**config.mk**
```make
export PLATFORM = sky130hd
export DESIGN_NAME = osc_address_pattern_matcher_top
export DESIGN_NICKNAME = d
export VERILOG_FILES = /design/src/rtl/oscpm_pkg.sv /design/src/rtl/oscpm_ram.sv /design/src/rtl/oscpm_queue.sv /design/src/rtl/oscpm_front.sv /design/src/rtl/oscpm_back.sv /design/src/rtl/osc_address_pattern_matcher_top.sv
export SDC_FILE = /design/constraint.sdc
export NUM_CORES = 2
export LEC_CHECK = 0
export ABC_AREA = 0
export BUFFER_PORTS_ARGS = -buffer_cell sky130_fd_sc_hd__buf_4
export CELL_PAD_IN_SITES_DETAIL_PLACEMENT = 1
export CELL_PAD_IN_SITES_GLOBAL_PLACEMENT = 1
export CORE_ASPECT_RATIO = 0.7
export CORE_MARGIN = 2
export CORE_UTILIZATION = 53
export DETAILED_ROUTE_END_ITERATION = 10
export PLACE_DENSITY_LB_ADDON = 0.1
export SYNTH_ARGS = -nofsm -noshare
export SYNTH_HDL_FRONTEND = slang
export SYNTH_SLANG_ARGS = --single-unit
```
**constraint.sdc**
```tcl
create_clock -name clk -period 5.3 [get_ports clk]
set_input_delay 1.06 -clock clk [delete_from_list [all_inputs] [get_ports clk]]
set_output_delay 1.06 -clock clk [all_outputs]
set_load 0.05 [all_outputs]
```
**src/rtl/oscpm_pkg.sv**
```systemverilog
// Shared types and character codes for the address pattern matcher.
package oscpm_pkg;

	localparam int PAT_DEPTH_DEF = 64;
	localparam int ADR_DEPTH_DEF = 64;

	localparam logic [7:0] CH_SLASH  = 8'h2f;
	localparam logic [7:0] CH_LBRACE = 8'h7b;
	localparam logic [7:0] CH_RBRACE = 8'h7d;
	localparam logic [7:0] CH_COMMA  = 8'h2c;
	localparam logic [7:0] CH_STAR   = 8'h2a;
	localparam logic [7:0] CH_QMARK  = 8'h3f;
	localparam logic [7:0] CH_LBRACK = 8'h5b;
	localparam logic [7:0] CH_HASH   = 8'h23;
	localparam logic [7:0] CH_RBRACK = 8'h5d;
	localparam logic [7:0] CH_SPACE  = 8'h20;

	typedef enum logic {
		OP_PATTERN = 1'b0,
		OP_ADDRESS = 1'b1
	} op_t;

	typedef enum logic [1:0] {
		CLS_INVALID = 2'd0,
		CLS_STATIC  = 2'd1,
		CLS_DYNAMIC = 2'd2
	} cls_t;

	// One job handed from the front to the back
	typedef struct packed {
		op_t  kind;
		cls_t verdict;
		cls_t pclass;
		logic aovf;
	} job_t;

endpackage

```
**src/rtl/oscpm_ram.sv**
```systemverilog
// Generic single-write, single-read RAM with registered read data.
module oscpm_ram #(
	parameter int WIDTH = 8,
	parameter int DEPTH = 64
) (
	input  logic                     clk,
	input  logic                     we,
	input  logic [$clog2(DEPTH)-1:0] waddr,
	input  logic [WIDTH-1:0]         wdata,
	input  logic [$clog2(DEPTH)-1:0] raddr,
	output logic [WIDTH-1:0]         rdata
);

	logic [WIDTH-1:0] mem [DEPTH];

	always_ff @(posedge clk) begin
		if (we) begin
			mem[waddr] <= wdata;
		end
		rdata <= mem[raddr];
	end

endmodule

```
**src/rtl/oscpm_queue.sv**
```systemverilog
// Two-entry job queue between the front and the back.
module oscpm_queue import oscpm_pkg::*; (
	input  logic clk,
	input  logic arst_n,
	input  logic push,
	input  job_t push_job,
	output logic full,
	input  logic pop,
	output logic valid,
	output job_t head
);

	job_t       slot_q [2];
	logic       rd_q;
	logic       wr_q;
	logic [1:0] cnt_q;

	assign full  = (cnt_q == 2'd2);
	assign valid = (cnt_q != 2'd0);
	assign head  = slot_q[rd_q];

	// Advance pointers and count
	always_ff @(posedge clk or negedge arst_n) begin
		if (!arst_n) begin
			rd_q  <= 1'b0;
			wr_q  <= 1'b0;
			cnt_q <= 2'd0;
		end else begin
			if (push) wr_q <= ~wr_q;
			if (pop) rd_q <= ~rd_q;
			cnt_q <= cnt_q + {1'b0, push} - {1'b0, pop};
		end
	end

	// Hold payload
	always_ff @(posedge clk) begin
		if (push) slot_q[wr_q] <= push_job;
	end

	property p_no_overflow;
		@(posedge clk) disable iff (!arst_n) full |-> !push || pop;
	endproperty
	a_no_overflow: assert property (p_no_overflow) else $error("queue overflow");

	property p_no_underflow;
		@(posedge clk) disable iff (!arst_n) pop |-> valid;
	endproperty
	a_no_underflow: assert property (p_no_underflow) else $error("queue underflow");

	property p_count_range;
		@(posedge clk) disable iff (!arst_n) cnt_q != 2'd3;
	endproperty
	a_count_range: assert property (p_count_range) else $error("queue count out of range");

endmodule

```
**src/rtl/oscpm_front.sv**
```systemverilog
// Front: accepts bytes, fills the stores, verifies patterns on the fly, issues jobs.
module oscpm_front import oscpm_pkg::*; #(
	parameter int PATTERN_DEPTH = PAT_DEPTH_DEF,
	parameter int ADDRESS_DEPTH = ADR_DEPTH_DEF
) (
	input  logic                               clk,
	input  logic                               arst_n,
	input  logic                               s_axis_tvalid,
	output logic                               s_axis_tready,
	input  logic [7:0]                         s_axis_tdata,
	input  logic                               s_axis_tuser,
	input  logic                               s_axis_tlast,
	output logic                               pat_we,
	output logic [$clog2(PATTERN_DEPTH)-1:0]   pat_waddr,
	output logic                               adr_we,
	output logic [$clog2(ADDRESS_DEPTH)-1:0]   adr_waddr,
	output logic [7:0]                         wdata,
	output logic [$clog2(PATTERN_DEPTH+1)-1:0] plen,
	output logic [$clog2(ADDRESS_DEPTH+1)-1:0] alen,
	output logic                               push,
	output job_t                               push_job,
	input  logic                               q_full,
	input  logic                               match_done
);

	localparam int PW = $clog2(PATTERN_DEPTH+1);
	localparam int AW = $clog2(ADDRESS_DEPTH+1);
	localparam int PA = $clog2(PATTERN_DEPTH);
	localparam int AA = $clog2(ADDRESS_DEPTH);

	logic [PW-1:0] plen_q;
	logic [AW-1:0] alen_q;
	logic          pdone_q, povf_q, adone_q, aovf_q, busy_q;
	cls_t          pclass_q;
	// Running verifier state
	logic          bad_q, pslash_q, inbr_q, segnz_q, meta_q;

	logic          acc, is_pat, is_adr;
	logic [PW-1:0] ple;
	logic [AW-1:0] ale;
	logic          pfit, afit, povf_n, aovf_n;
	logic          bad_d, pslash_d, inbr_d, segnz_d, meta_d, lslash_d;
	cls_t          cls_n;
	logic [7:0]    ch;

	assign ch            = s_axis_tdata;
	assign s_axis_tready = !busy_q && !q_full;
	assign acc           = s_axis_tvalid && s_axis_tready;
	assign is_pat        = acc && (op_t'(s_axis_tuser) == OP_PATTERN);
	assign is_adr        = acc && (op_t'(s_axis_tuser) == OP_ADDRESS);

	// Restart a string after its last byte
	assign ple    = pdone_q ? '0 : plen_q;
	assign ale    = adone_q ? '0 : alen_q;
	assign pfit   = (ple < PW'(PATTERN_DEPTH));
	assign afit   = (ale < AW'(ADDRESS_DEPTH));
	assign povf_n = (pdone_q ? 1'b0 : povf_q) || !pfit;
	assign aovf_n = (adone_q ? 1'b0 : aovf_q) || !afit;

	assign pat_we    = is_pat && pfit;
	assign pat_waddr = ple[PA-1:0];
	assign adr_we    = is_adr && afit;
	assign adr_waddr = ale[AA-1:0];
	assign wdata     = ch;
	assign plen      = plen_q;
	assign alen      = alen_q;

	// Verify one pattern character
	always_comb begin
		bad_d    = bad_q;
		pslash_d = pslash_q;
		inbr_d   = inbr_q;
		segnz_d  = segnz_q;
		meta_d   = meta_q;
		lslash_d = (ch == CH_SLASH);
		if (ple == '0) begin
			bad_d    = (ch != CH_SLASH);
			pslash_d = 1'b1;
			inbr_d   = 1'b0;
			segnz_d  = 1'b0;
			meta_d   = 1'b0;
		end else if (inbr_q) begin
			pslash_d = 1'b0;
			case (ch) inside
				CH_SLASH, CH_HASH, CH_RBRACK, CH_SPACE, CH_STAR, CH_QMARK: bad_d = 1'b1;
				CH_COMMA: begin
					if (!segnz_q) bad_d = 1'b1;
					segnz_d = 1'b0;
				end
				CH_RBRACE: begin
					if (!segnz_q) bad_d = 1'b1;
					inbr_d = 1'b0;
				end
				default: segnz_d = 1'b1;
			endcase
		end else begin
			pslash_d = 1'b0;
			case (ch) inside
				CH_SLASH: begin
					if (pslash_q) bad_d = 1'b1;
					pslash_d = 1'b1;
				end
				CH_LBRACE: begin
					meta_d  = 1'b1;
					inbr_d  = 1'b1;
					segnz_d = 1'b0;
				end
				CH_STAR, CH_QMARK: meta_d = 1'b1;
				CH_LBRACK, CH_HASH, CH_RBRACK, CH_RBRACE, CH_COMMA, CH_SPACE: bad_d = 1'b1;
				default: ;
			endcase
		end
		if (povf_n || bad_d || inbr_d || lslash_d) cls_n = CLS_INVALID;
		else if (meta_d) cls_n = CLS_DYNAMIC;
		else cls_n = CLS_STATIC;
	end

	// Issue a job on each last byte
	always_comb begin
		push             = acc && s_axis_tlast;
		push_job.kind    = op_t'(s_axis_tuser);
		push_job.verdict = cls_n;
		push_job.pclass  = pclass_q;
		push_job.aovf    = aovf_n;
	end

	always_ff @(posedge clk or negedge arst_n) begin
		if (!arst_n) begin
			plen_q   <= '0;
			alen_q   <= '0;
			pdone_q  <= 1'b0;
			povf_q   <= 1'b0;
			adone_q  <= 1'b0;
			aovf_q   <= 1'b0;
			busy_q   <= 1'b0;
			pclass_q <= CLS_INVALID;
			bad_q    <= 1'b0;
			pslash_q <= 1'b0;
			inbr_q   <= 1'b0;
			segnz_q  <= 1'b0;
			meta_q   <= 1'b0;
		end else begin
			if (match_done) busy_q <= 1'b0;
			if (is_pat) begin
				povf_q   <= povf_n;
				pdone_q  <= s_axis_tlast;
				pclass_q <= s_axis_tlast ? cls_n : CLS_INVALID;
				plen_q   <= pfit ? ple + PW'(1) : ple;
				if (pfit) begin
					bad_q    <= bad_d;
					pslash_q <= pslash_d;
					inbr_q   <= inbr_d;
					segnz_q  <= segnz_d;
					meta_q   <= meta_d;
				end
			end
			if (is_adr) begin
				aovf_q  <= aovf_n;
				adone_q <= s_axis_tlast;
				alen_q  <= afit ? ale + AW'(1) : ale;
				if (s_axis_tlast) busy_q <= 1'b1;
			end
		end
	end

	property p_stall_busy;
		@(posedge clk) disable iff (!arst_n) busy_q |-> !s_axis_tready;
	endproperty
	a_stall_busy: assert property (p_stall_busy) else $error("byte taken during match");

	property p_len_bound;
		@(posedge clk) disable iff (!arst_n)
			plen_q <= PW'(PATTERN_DEPTH) && alen_q <= AW'(ADDRESS_DEPTH);
	endproperty
	a_len_bound: assert property (p_len_bound) else $error("length beyond depth");

	property p_busy_set;
		@(posedge clk) disable iff (!arst_n) is_adr && s_axis_tlast |=> busy_q;
	endproperty
	a_busy_set: assert property (p_busy_set) else $error("match not marked busy");

endmodule

```
**src/rtl/oscpm_back.sv**
```systemverilog
// Back: runs verify results out and walks the stores for an address match.
module oscpm_back import oscpm_pkg::*; #(
	parameter int PATTERN_DEPTH = PAT_DEPTH_DEF,
	parameter int ADDRESS_DEPTH = ADR_DEPTH_DEF
) (
	input  logic                               clk,
	input  logic                               arst_n,
	input  logic                               job_valid,
	input  job_t                               job,
	output logic                               pop,
	input  logic [$clog2(PATTERN_DEPTH+1)-1:0] plen,
	input  logic [$clog2(ADDRESS_DEPTH+1)-1:0] alen,
	output logic [$clog2(PATTERN_DEPTH)-1:0]   pat_raddr,
	input  logic [7:0]                         pat_rdata,
	output logic [$clog2(ADDRESS_DEPTH)-1:0]   adr_raddr,
	input  logic [7:0]                         adr_rdata,
	output logic                               match_done,
	output logic                               m_axis_tvalid,
	input  logic                               m_axis_tready,
	output logic [7:0]                         m_axis_tdata,
	output logic                               m_axis_tuser
);

	localparam int PW = $clog2(PATTERN_DEPTH+1);
	localparam int AW = $clog2(ADDRESS_DEPTH+1);
	localparam int PA = $clog2(PATTERN_DEPTH);
	localparam int AA = $clog2(ADDRESS_DEPTH);

	typedef enum logic [3:0] {
		ST_IDLE, ST_INIT, ST_STATIC, ST_MAIN, ST_SLASH, ST_STAR, ST_BRACE,
		ST_BRPOST, ST_SKIPW, ST_SKIPEND, ST_END, ST_ENDB, ST_RESULT
	} state_t;

	state_t        state_q, state_d;
	logic [PW-1:0] p_q, p_d;
	logic [AW-1:0] i_q, i_d, slash_q, slash_d, mark_q, mark_d;
	logic          res_q, res_d;
	logic          ovalid_q;
	op_t           okind_q;
	cls_t          overd_q;
	logic          out_free, out_load;
	op_t           out_kind;
	cls_t          out_verd;
	logic          pv, av;
	logic [7:0]    c, a;

	assign out_free = !ovalid_q || m_axis_tready;
	assign pv = (p_q < plen);
	assign av = (i_q < alen);
	assign c  = pat_rdata;
	assign a  = adr_rdata;

	// Read the stores at the next walk position
	assign pat_raddr = p_d[PA-1:0];
	assign adr_raddr = i_d[AA-1:0];

	// Step the match walk
	always_comb begin
		state_d    = state_q;
		p_d        = p_q;
		i_d        = i_q;
		slash_d    = slash_q;
		mark_d     = mark_q;
		res_d      = res_q;
		pop        = 1'b0;
		out_load   = 1'b0;
		out_kind   = OP_ADDRESS;
		out_verd   = CLS_INVALID;
		match_done = 1'b0;
		case (state_q)
			ST_IDLE: begin
				if (job_valid && out_free) begin
					pop     = 1'b1;
					p_d     = '0;
					i_d     = '0;
					slash_d = '0;
					res_d   = 1'b0;
					if (job.kind == OP_PATTERN) begin
						out_load = 1'b1;
						out_kind = OP_PATTERN;
						out_verd = job.verdict;
					end else if (job.aovf) begin
						state_d = ST_RESULT;
					end else if (job.pclass == CLS_STATIC) begin
						state_d = (32'(alen) == 32'(plen)) ? ST_STATIC : ST_RESULT;
					end else if (job.pclass == CLS_DYNAMIC) begin
						state_d = ST_INIT;
					end else begin
						state_d = ST_RESULT;
					end
				end
			end
			ST_INIT: begin
				if (!av || a != CH_SLASH) begin
					state_d = ST_RESULT;
				end else begin
					p_d     = PW'(1);
					i_d     = AW'(1);
					state_d = ST_MAIN;
				end
			end
			ST_STATIC: begin
				if (!pv) begin
					res_d   = 1'b1;
					state_d = ST_RESULT;
				end else if (c != a) begin
					state_d = ST_RESULT;
				end else begin
					p_d = p_q + PW'(1);
					i_d = i_q + AW'(1);
				end
			end
			ST_MAIN: begin
				if (!(pv && av)) begin
					state_d = ST_END;
				end else if (a == CH_SLASH) begin
					slash_d = i_q;
					if (i_q == slash_q + AW'(1)) begin
						state_d = ST_RESULT;
					end else if (c == CH_STAR) begin
						p_d     = p_q + PW'(1);
						state_d = ST_SLASH;
					end else if (c != CH_SLASH) begin
						state_d = ST_RESULT;
					end else begin
						p_d = p_q + PW'(1);
						i_d = i_q + AW'(1);
					end
				end else begin
					case (c) inside
						CH_QMARK: begin
							p_d = p_q + PW'(1);
							i_d = i_q + AW'(1);
						end
						CH_STAR: state_d = ST_STAR;
						CH_LBRACK: state_d = ST_RESULT;
						CH_LBRACE: begin
							mark_d  = i_q;
							p_d     = p_q + PW'(1);
							state_d = ST_BRACE;
						end
						default: begin
							if (c != a) begin
								state_d = ST_RESULT;
							end else begin
								p_d = p_q + PW'(1);
								i_d = i_q + AW'(1);
							end
						end
					endcase
				end
			end
			ST_SLASH: begin
				if (!(pv && c == CH_SLASH)) begin
					state_d = ST_RESULT;
				end else begin
					p_d     = p_q + PW'(1);
					i_d     = i_q + AW'(1);
					state_d = ST_MAIN;
				end
			end
			ST_STAR: begin
				if (av && a != CH_SLASH) begin
					i_d = i_q + AW'(1);
				end else begin
					p_d     = p_q + PW'(1);
					state_d = ST_MAIN;
				end
			end
			ST_BRACE: begin
				if (!pv) begin
					state_d = ST_RESULT;
				end else if (av && c == a) begin
					p_d     = p_q + PW'(1);
					i_d     = i_q + AW'(1);
					state_d = ST_BRPOST;
				end else begin
					i_d     = mark_q;
					state_d = ST_SKIPW;
				end
			end
			ST_BRPOST: begin
				if (pv && c == CH_COMMA) begin
					state_d = ST_SKIPEND;
				end else if (pv && c == CH_RBRACE) begin
					p_d     = p_q + PW'(1);
					state_d = ST_MAIN;
				end else begin
					state_d = ST_BRACE;
				end
			end
			ST_SKIPW: begin
				if (pv && c != CH_COMMA && c != CH_RBRACE) begin
					p_d = p_q + PW'(1);
				end else if (!(pv && c == CH_COMMA)) begin
					state_d = ST_RESULT;
				end else begin
					p_d     = p_q + PW'(1);
					state_d = ST_BRACE;
				end
			end
			ST_SKIPEND: begin
				if (pv && c != CH_RBRACE) begin
					p_d = p_q + PW'(1);
				end else if (!pv) begin
					state_d = ST_RESULT;
				end else begin
					p_d     = p_q + PW'(1);
					state_d = ST_MAIN;
				end
			end
			ST_END: begin
				if (pv && c == CH_STAR) begin
					p_d     = p_q + PW'(1);
					state_d = ST_ENDB;
				end else begin
					res_d   = !pv && !av;
					state_d = ST_RESULT;
				end
			end
			ST_ENDB: begin
				res_d   = !pv && !av;
				state_d = ST_RESULT;
			end
			ST_RESULT: begin
				if (out_free) begin
					out_load   = 1'b1;
					out_kind   = OP_ADDRESS;
					out_verd   = res_q ? CLS_STATIC : CLS_INVALID;
					match_done = 1'b1;
					state_d    = ST_IDLE;
				end
			end
			default: state_d = ST_IDLE;
		endcase
	end

	always_ff @(posedge clk or negedge arst_n) begin
		if (!arst_n) begin
			state_q  <= ST_IDLE;
			p_q      <= '0;
			i_q      <= '0;
			slash_q  <= '0;
			mark_q   <= '0;
			res_q    <= 1'b0;
			ovalid_q <= 1'b0;
			okind_q  <= OP_PATTERN;
			overd_q  <= CLS_INVALID;
		end else begin
			state_q <= state_d;
			p_q     <= p_d;
			i_q     <= i_d;
			slash_q <= slash_d;
			mark_q  <= mark_d;
			res_q   <= res_d;
			if (out_load) begin
				ovalid_q <= 1'b1;
				okind_q  <= out_kind;
				overd_q  <= out_verd;
			end else if (m_axis_tready) begin
				ovalid_q <= 1'b0;
			end
		end
	end

	assign m_axis_tvalid = ovalid_q;
	assign m_axis_tdata  = {6'd0, overd_q};
	assign m_axis_tuser  = okind_q;

	property p_walk_bound;
		@(posedge clk) disable iff (!arst_n)
			state_q != ST_IDLE |-> p_q <= plen && i_q <= alen;
	endproperty
	a_walk_bound: assert property (p_walk_bound) else $error("walk past stored length");

	property p_done_from_result;
		@(posedge clk) disable iff (!arst_n) match_done |-> state_q == ST_RESULT && out_load;
	endproperty
	a_done_from_result: assert property (p_done_from_result) else $error("stray match done");

	property p_match_verdict;
		@(posedge clk) disable iff (!arst_n)
			ovalid_q && okind_q == OP_ADDRESS |-> overd_q != CLS_DYNAMIC;
	endproperty
	a_match_verdict: assert property (p_match_verdict) else $error("bad match verdict");

endmodule

```
**src/rtl/osc_address_pattern_matcher_top.sv**
```systemverilog
// Top level of the address pattern matcher: front, job queue, back and the two stores.
// Bytes are taken back to back while no match runs and the job queue has room; a pattern's verdict
// passes through the job queue and the back's output register. A match walks the stores one step per
// cycle (both read ports); each matched character of a brace word passes through the ST_BRACE
// and ST_BRPOST states.
// While a match is in progress no byte is taken.
// Reset (arst_n low) clears lengths, flags, pattern class and the queue; store contents are kept.
module osc_address_pattern_matcher_top import oscpm_pkg::*; #(
	parameter int PATTERN_DEPTH = PAT_DEPTH_DEF,
	parameter int ADDRESS_DEPTH = ADR_DEPTH_DEF
) (
	input  logic       clk,
	input  logic       arst_n,
	input  logic       s_axis_tvalid,
	output logic       s_axis_tready,
	input  logic [7:0] s_axis_tdata,  // [7:0] char_byte
	input  logic       s_axis_tuser,  // [0] op
	input  logic       s_axis_tlast,
	output logic       m_axis_tvalid,
	input  logic       m_axis_tready,
	output logic [7:0] m_axis_tdata,  // [1:0] verdict, [7:2] zero
	output logic       m_axis_tuser   // [0] kind
);

	localparam int PW = $clog2(PATTERN_DEPTH+1);
	localparam int AW = $clog2(ADDRESS_DEPTH+1);
	localparam int PA = $clog2(PATTERN_DEPTH);
	localparam int AA = $clog2(ADDRESS_DEPTH);

	logic          pat_we, adr_we;
	logic [PA-1:0] pat_waddr, pat_raddr;
	logic [AA-1:0] adr_waddr, adr_raddr;
	logic [7:0]    wdata, pat_rdata, adr_rdata;
	logic [PW-1:0] plen;
	logic [AW-1:0] alen;
	logic          push, q_full, pop, job_valid, match_done;
	job_t          push_job, head;

	oscpm_front #(.PATTERN_DEPTH(PATTERN_DEPTH), .ADDRESS_DEPTH(ADDRESS_DEPTH)) u_front (
		.clk, .arst_n,
		.s_axis_tvalid, .s_axis_tready, .s_axis_tdata, .s_axis_tuser, .s_axis_tlast,
		.pat_we, .pat_waddr, .adr_we, .adr_waddr, .wdata,
		.plen, .alen, .push, .push_job, .q_full, .match_done
	);

	oscpm_queue u_queue (
		.clk, .arst_n, .push, .push_job, .full(q_full), .pop, .valid(job_valid), .head
	);

	oscpm_ram #(.WIDTH(8), .DEPTH(PATTERN_DEPTH)) u_pat_ram (
		.clk, .we(pat_we), .waddr(pat_waddr), .wdata, .raddr(pat_raddr), .rdata(pat_rdata)
	);

	oscpm_ram #(.WIDTH(8), .DEPTH(ADDRESS_DEPTH)) u_adr_ram (
		.clk, .we(adr_we), .waddr(adr_waddr), .wdata, .raddr(adr_raddr), .rdata(adr_rdata)
	);

	oscpm_back #(.PATTERN_DEPTH(PATTERN_DEPTH), .ADDRESS_DEPTH(ADDRESS_DEPTH)) u_back (
		.clk, .arst_n, .job_valid, .job(head), .pop, .plen, .alen,
		.pat_raddr, .pat_rdata, .adr_raddr, .adr_rdata, .match_done,
		.m_axis_tvalid, .m_axis_tready, .m_axis_tdata, .m_axis_tuser
	);

endmodule
```
## Word level (Yosys, flattened, before mapping)

Memories as Yosys holds them, arrays and structs flattened. A register that Yosys moved wholly into a read port is not among the register bits.
Cells that the tools add are included.

| storage, ports and cells | value |
|---|---|
| bits in registers | 67 |
| bits in writable memories | 1036 |
| bits of input ports | 14 |
| output and inout port bits | 11 |
| word-level logic and storage cells | 327 |
| memories kept | 3 |

Memory list:

| name | words | bits a word | rd ports | clocked after Yosys merged registers in | wr ports | line | source |
|---|---|---|---|---|---|---|---|
| u_adr_ram.mem | 64 | 8 | 1 | 1 | 1 | oscpm_ram.sv:14 | `logic [WIDTH-1:0] mem [DEPTH];` |
| u_pat_ram.mem | 64 | 8 | 1 | 1 | 1 | oscpm_ram.sv:14 |  |
| u_queue.slot_q | 2 | 6 | 1 | 0 | 1 | oscpm_queue.sv:13 | `job_t slot_q [2];` |

| cells by class | value |
|---|---|
| $add $sub $neg | 7 |
| order comparisons | 4 |
| equality and inequality tests | 76 |
| multiplexer cells | 150 |
| bitwise gates (word level) | 7 |
| reductions and logical operators | 53 |

Operators by type and width:

| kind | count |
|---|---|
| $mux 7 | 48 |
| $mux 4 | 28 |
| $eq 8x6->1 const B | 11 |
| $pmux 7 s11 | 1 |
| $mux 1 | 59 |
| $eq 8x7->1 const B | 7 |
| $pmux 4 s13 | 1 |
| $pmux 7 s7 | 1 |
| $add 7x1->7 const B | 5 |
| $ne 8x6->1 const B | 4 |
| $ne 2x1->1 const B | 12 |
| $eq 4x4->1 const B | 5 |
| $logic_and 1x1->1 | 19 |
| $reduce_and 18->1 | 1 |
| $eq 4x3->1 const B | 4 |
| $eq 7x7->1 | 2 |
| $lt 7x7->1 | 2 |
| $lt 7x7->1 const B | 2 |
| $ne 2x2->1 const B | 7 |
| $pmux 7 s2 | 1 |
| $reduce_and 14->1 | 1 |
| $mux 2 | 6 |
| $ne 3x3->1 const B | 4 |
| $ne 4x2->1 const B | 3 |
| 34 further kinds | 63 |

## Longest topological paths before layout

| depth | value |
|---|---|
| word-level depth | 13 |
| gate-level depth with buffers | 23 |

## Hierarchy

Synthesis repeated with hierarchy kept, for this count alone.

| second synthesis, totals | value |
|---|---|
| cell total of the unflattened synthesis | 2804 |
| area total of the unflattened synthesis | 47414.2 um^2 |

Modules (own cells, without submodules):

| module | instances | cells each | area each (um^2) | sequential area each (um^2) |
|---|---|---|---|---|
| oscpm_ram at u_adr_ram | 1 | 972 | 20190.6 | 15534.9 |
| oscpm_ram at u_pat_ram | 1 | 940 | 20166.8 | 15534.9 |
| oscpm_back | 1 | 643 | 4588.2 | 925.9 |
| oscpm_front | 1 | 215 | 1808.0 | 650.6 |
| oscpm_queue | 1 | 34 | 660.6 | 460.4 |

## Worst setup path before layout

No wires, ideal clock.

| timing path | value |
|---|---|
| path type | register -> register |
| start | reg u_front.alen_q[2] (netlist: u_front.alen[2]) |
| end | reg u_pat_ram.rdata[3] (read register of u_pat_ram.mem) |
| library setup time | 0.132 ns |
| arrival time | 4.128 ns |
| required time | 5.168 ns |
| setup slack | 1.041 ns |
| stages on the path, launching flop included | 17 |
| buffers on the path | 2 |
| period minus slack after synthesis | 4.259 ns |
| path through | dfrtp_1 -> clkbuf_1 -> inv_1 -> ha_1 -> a21oi_1 -> o21ai_1 -> a21oi_1 -> a21oi_2 -> or3_1 -> or4b_1 -> o22ai_4 -> buf_4 -> mux4_2 -> mux2i_1 -> a211oi_1 -> o21ai_0 -> o31ai_1 |

| on the way | value |
|---|---|
| longest elaborated chain between the ends | 5 |
| elaborated cells on any way between the ends | 12 |

RTL lines:

| what | line | source |
|---|---|---|
| start: declaration | oscpm_front.sv:32 | `logic [AW-1:0] alen_q;` |
| start signal: assignment | oscpm_front.sv:160 | `alen_q <= afit ? ale + AW'(1) : ale;` |
| $lt 7x7->1 * | oscpm_back.sv:49 | `assign av = (i_q < alen);` |
| $logic_and 1x1->1 / $logic_not 1->1 (equally long branches) | oscpm_back.sv:173, oscpm_back.sv:94 |  |
| $mux 7 / $logic_or 1x1->1 (equally long branches) | oscpm_back.sv:173, oscpm_back.sv:94 |  |
| $mux 7, on equally long branches | oscpm_back.sv:171, oscpm_back.sv:94 |  |
| $pmux 7 s11 * | oscpm_back.sv:70 | `case (state_q)` |
| end: declaration | oscpm_ram.sv:11 | `output logic [WIDTH-1:0] rdata` |

Mark *: on every way between the ends. The rest lies on a longest branch, timed or not. The select of a mux whose other input is x is not followed.
A chain may end at the register's enable or synchronous reset.

## Final worst setup path

| timing path | value |
|---|---|
| start | reg u_back.p_q[4] |
| end | reg u_adr_ram.rdata[6] (read register of u_adr_ram.mem) |

| on the way | value |
|---|---|
| longest elaborated chain between the ends | 4 |
| elaborated cells on any way between the ends | 8 |

RTL lines:

| what | line | source |
|---|---|---|
| start: declaration | oscpm_back.sv:35 | `logic [PW-1:0] p_q, p_d;` |
| start signal: assignment | oscpm_back.sv:251 | `p_q <= p_d;` |
| $lt 7x7->1 * | oscpm_back.sv:48 | `assign pv = (p_q < plen);` |
| $logic_and 1x1->1, on equally long branches | oscpm_back.sv:154, oscpm_back.sv:114 |  |
| $mux 7, on equally long branches | oscpm_back.sv:154, oscpm_back.sv:114 |  |
| $pmux 7 s7 * | oscpm_back.sv:70 |  |
| end: declaration | oscpm_ram.sv:11 |  |

Marks and branches as above.

==> results.toml <==
[drt]
finalWirelength_um = 149800
ant_nets = 0
drt_iter0_drc = 4347
avgViaCountPerCell = 6.426
post-route-drc-count = 0
dr.pass1.iters = 5
drt-wirelength-per-cell_um = 29.75
route.vias.total = 32370

[critical_path]
worst_setup_path_start_kind = "flop"
rrSetupSlack_ns = 0.03
worstSetupPathType = "flop to flop"
timing.critical_path.arrival_ns = 5.86
crit_required_ns = 5.90
critPathMaxFanout = 26
worstSetupEndpointType = "flop"

[power_and_ir_drop]
vdd.ir_drop.worst_v = 0.0004345
power_per_cell_area_nw_per_um2 = 532.0
p_leak_nw = 19.16

[worst_hold_path]
min_path_type = "input pin to async pin"

[cells_and_area]
most_common_library_cell_in_the_layout_ignoring_fill_and_taps = "sky130_fd_sc_hd__edfxtp_1"
layout_overhead_on_the_synthesized_area_pct = 13.71
final_nets = 3759
fin_util_pct = 60.86
layout.cells.most_common_list = "1036 x sky130_fd_sc_hd__edfxtp_1, 475 x sky130_fd_sc_hd__nand2_1, 301 x sky130_fd_sc_hd__buf_4"
fin_area_um2 = 54860
nFillCells = 8578
antennaDiodeCount = 0
drive_gt1_share_pct = 16.23

[timing]
post_layout_worst_setup_margin_ns = 0.03258
maxSlewHeadroom_pct = 20.70
period_needed_ns = 5.267
setup_total_negative_slack_ns = 0
setup_viol = 0
skew_final_ns = 0.02391
fin_crit_sh_pct = 99.39
timing.fmax_mhz = 189.8
timing.final.hold_violations = 0
number_of_max_slew_violations_in_the_final_report = 0
hold_ws_ns = 0.2437
worst_pin_slew_ns = 1.189

[place]
place.gp.congestion = 0.9893
placement.setup.worst_slack_ns = -0.1166
place_area_um2 = 51300
placement.io_buffers = 18
post-dp-hpwl_um = 99620

[logic_synthesis]
synth_simple_gate_area_share_pct = 10.42
synth_ff_type = "sky130_fd_sc_hd__edfxtp_1"
synthXorXnorAreaFrac_pct = 0.8662
synthDistinctLibCells = 93
syn_area_um2 = 48250
synthMuxAreaShare_pct = 6.439
gate_count_of_the_mapped_netlist = 3515
synth_enable_flop_cells = 1036
synth_fa_ha_area_share_pct = 0.5187
synth_async_sr_flop_share_pct = 5.987
synth_top_family_by_area = "simple AND/OR/NAND/NOR gates"
ys_seq_elements = 1119
share_of_the_synthesized_area_in_compound_gates_ao_oa_aoi_oai_pct = 10.23
yosys_warnings = 0
synth-seq-area-share_pct = 68.62
post_synth.cell_area_avg_um2 = 13.73

[clock_tree]
clock_sink_count = 1119
cts_buffer_depth = 3
clock_tree.htree_level_count = 3
clkSlewWorstSetupHoldPaths_ns = 0.06
clkLatencyLatePin_ns = 0.72
cts-buffers-inserted = 105
cts_root_buffer = "sky130_fd_sc_hd__clkbuf_16"
cts_tree = "built"

[floorplan]
die_x_um = 364.6
coreArea_um2 = 90130
floorplan.io_pins = 25
fp-row-count = 92
start_util_pct = 53.53
die-area_um2 = 93500
die_height_um = 256.4

[global_route]
grt_max_degree = 97
global_route_wire_length_before_repair_um = 222100
grt_pass1_vias = 33150
grt.total_usage_pct = 32.19
grt_overflow_total = 0
antenna_found_initial = 2

[status]
outcome = "finished, final reports clean"

[flow_run]
cap_violations = 0
## metal layers
metal | track usage [%] | routed length, um | up-vias
met1 | 50.96 | 68940 | 16700
met4 | 6.118 | 2320 | 0
met3 | 6.649 | 13750 | 182
met5 | 0 | 0 | -
li1 | - | - | 13960
met2 | 46.21 | 64820 | 1517
## where the power goes
group          internal (mW)  leakage (nW)  switching, mW  total (mW)
logic                   4.48          7.15           6.77        11.2
registers               9.90          10.3          0.368        10.3
clock network           4.29          1.68           3.38        7.67
total                   18.7          19.2           10.5        29.2
## through the flow
stage	std cells	total power, mW
final	5037	29.18
after global routing	5037	30.23
after CTS	5035	28.99
after detailed placement	4838	21.32
after global placement	4838	21.07
after floorplan	3520	17.01
## state kept, by name (all words and copies together), names as in the netlist, 8 cells and up
| signal | flops |
|---|---|
| u_adr_ram.mem | 512 |
| u_pat_ram.mem | 512 |
| u_queue.slot_q | 12 |
| u_adr_ram.rdata | 8 |
| u_pat_ram.rdata | 8 |
## final cells by class
type	count	area, um2	area share (%)
sequential	1119	33110	60.35
timing repair buffer	325	2740	4.995
tap	1222	1529	2.787
clock inverter	47	491.7	0.8964
multi-input combinational	2132	13870	25.28
inverter	42	162.7	0.2965
clock buffer	150	2959	5.394
## cells in the mapped netlist, types with 11 or more instances
cell type	number	area share (%)
sky130_fd_sc_hd__a2111oi_0	19	0.34
sky130_fd_sc_hd__a211oi_1	143	2.2
sky130_fd_sc_hd__a21o_1	15	0.23
sky130_fd_sc_hd__a21oi_1	106	1.1
sky130_fd_sc_hd__a22oi_1	37	0.58
sky130_fd_sc_hd__a311oi_1	15	0.27
sky130_fd_sc_hd__a31oi_1	77	1.0
sky130_fd_sc_hd__and2_1	38	0.49
sky130_fd_sc_hd__and3_1	103	1.3
sky130_fd_sc_hd__buf_2	63	0.65
sky130_fd_sc_hd__buf_4	30	0.47
sky130_fd_sc_hd__buf_6	17	0.40
sky130_fd_sc_hd__clkbuf_1	106	0.82
sky130_fd_sc_hd__dfrtp_1	67	3.5
sky130_fd_sc_hd__dfxtp_1	16	0.66
sky130_fd_sc_hd__edfxtp_1	1036	64
sky130_fd_sc_hd__ha_1	20	0.52
sky130_fd_sc_hd__inv_1	38	0.30
sky130_fd_sc_hd__mux2_2	59	1.4
sky130_fd_sc_hd__mux2i_1	172	3.6
sky130_fd_sc_hd__mux4_2	32	1.5
sky130_fd_sc_hd__nand2_1	475	3.7
sky130_fd_sc_hd__nand2b_1	13	0.17
sky130_fd_sc_hd__nand3_1	96	1.0
sky130_fd_sc_hd__nand4_1	17	0.22
sky130_fd_sc_hd__nor2_1	220	1.7
sky130_fd_sc_hd__nor2b_1	13	0.17
sky130_fd_sc_hd__nor3_1	43	0.45
sky130_fd_sc_hd__nor4_1	11	0.14
sky130_fd_sc_hd__o211ai_1	27	0.42
sky130_fd_sc_hd__o21ai_0	95	0.99
sky130_fd_sc_hd__o221ai_1	25	0.45
sky130_fd_sc_hd__o22ai_1	21	0.27
sky130_fd_sc_hd__o31ai_1	15	0.23
sky130_fd_sc_hd__or3_1	11	0.14
sky130_fd_sc_hd__xnor2_1	18	0.33
sky130_fd_sc_hd__xor2_1	27	0.49
## kinds of logic (layout without fill, tap and decap cells)
logic type	count (synthesis)	after routing
multiplexers	263	263
AO/OA/AOI/OAI	709	709
buffers and inverters	269	564
adder cells (fa/ha/maj)	20	20
XOR/XNOR	46	46
AND/OR/NAND/NOR	1088	1088
flip-flops	1119	1119
other	1	6
## critical path, stage by stage (launching register included)
cell	delay, ns
sky130_fd_sc_hd__dfrtp_1	0.44
sky130_fd_sc_hd__ha_1	0.33
sky130_fd_sc_hd__a211oi_2	0.28
sky130_fd_sc_hd__buf_4	0.17
sky130_fd_sc_hd__o2111ai_1	0.11
sky130_fd_sc_hd__a21oi_1	0.28
sky130_fd_sc_hd__o21ai_0	0.27
sky130_fd_sc_hd__or3_1	0.46
sky130_fd_sc_hd__a2111oi_0	0.64
sky130_fd_sc_hd__and2_4	0.41
sky130_fd_sc_hd__inv_4	0.20
sky130_fd_sc_hd__buf_4	0.26
sky130_fd_sc_hd__nand3_1	0.09
sky130_fd_sc_hd__a21oi_1	0.11
sky130_fd_sc_hd__a2111oi_0	0.67
sky130_fd_sc_hd__nand3_1	0.28
sky130_fd_sc_hd__o41ai_1	0.13
## repair_timing
| action | in CTS | in global routing |
|---|---|---|
| buffers inserted | 0 | 2 |
| endpoints found under the setup margin | 5 | 15 |
| cloned | 0 | 0 |
| pin swaps | 0 | 2 |
| gates resized for setup | 6 | 16 |
| hold buffers | 0 | 0 |
## path summary, 6_finish.rpt
kind / cells after the start / end / start
max: 16 / u_adr_ram.rdata[6] / u_back.p_q[4]
min: 1 / u_back.slash_q[1] / arst_n
max reg2reg: 16 / u_adr_ram.rdata[6] / u_back.p_q[4]
min reg2reg: 1 / u_queue.cnt_q[1] / u_queue.cnt_q[1]
max in group asynchronous: 2 / u_front.bad_q / arst_n
min in group clk: 1 / u_queue.cnt_q[1] / u_queue.cnt_q[1]
No activity file was read; power rests on OpenSTA's default activity.
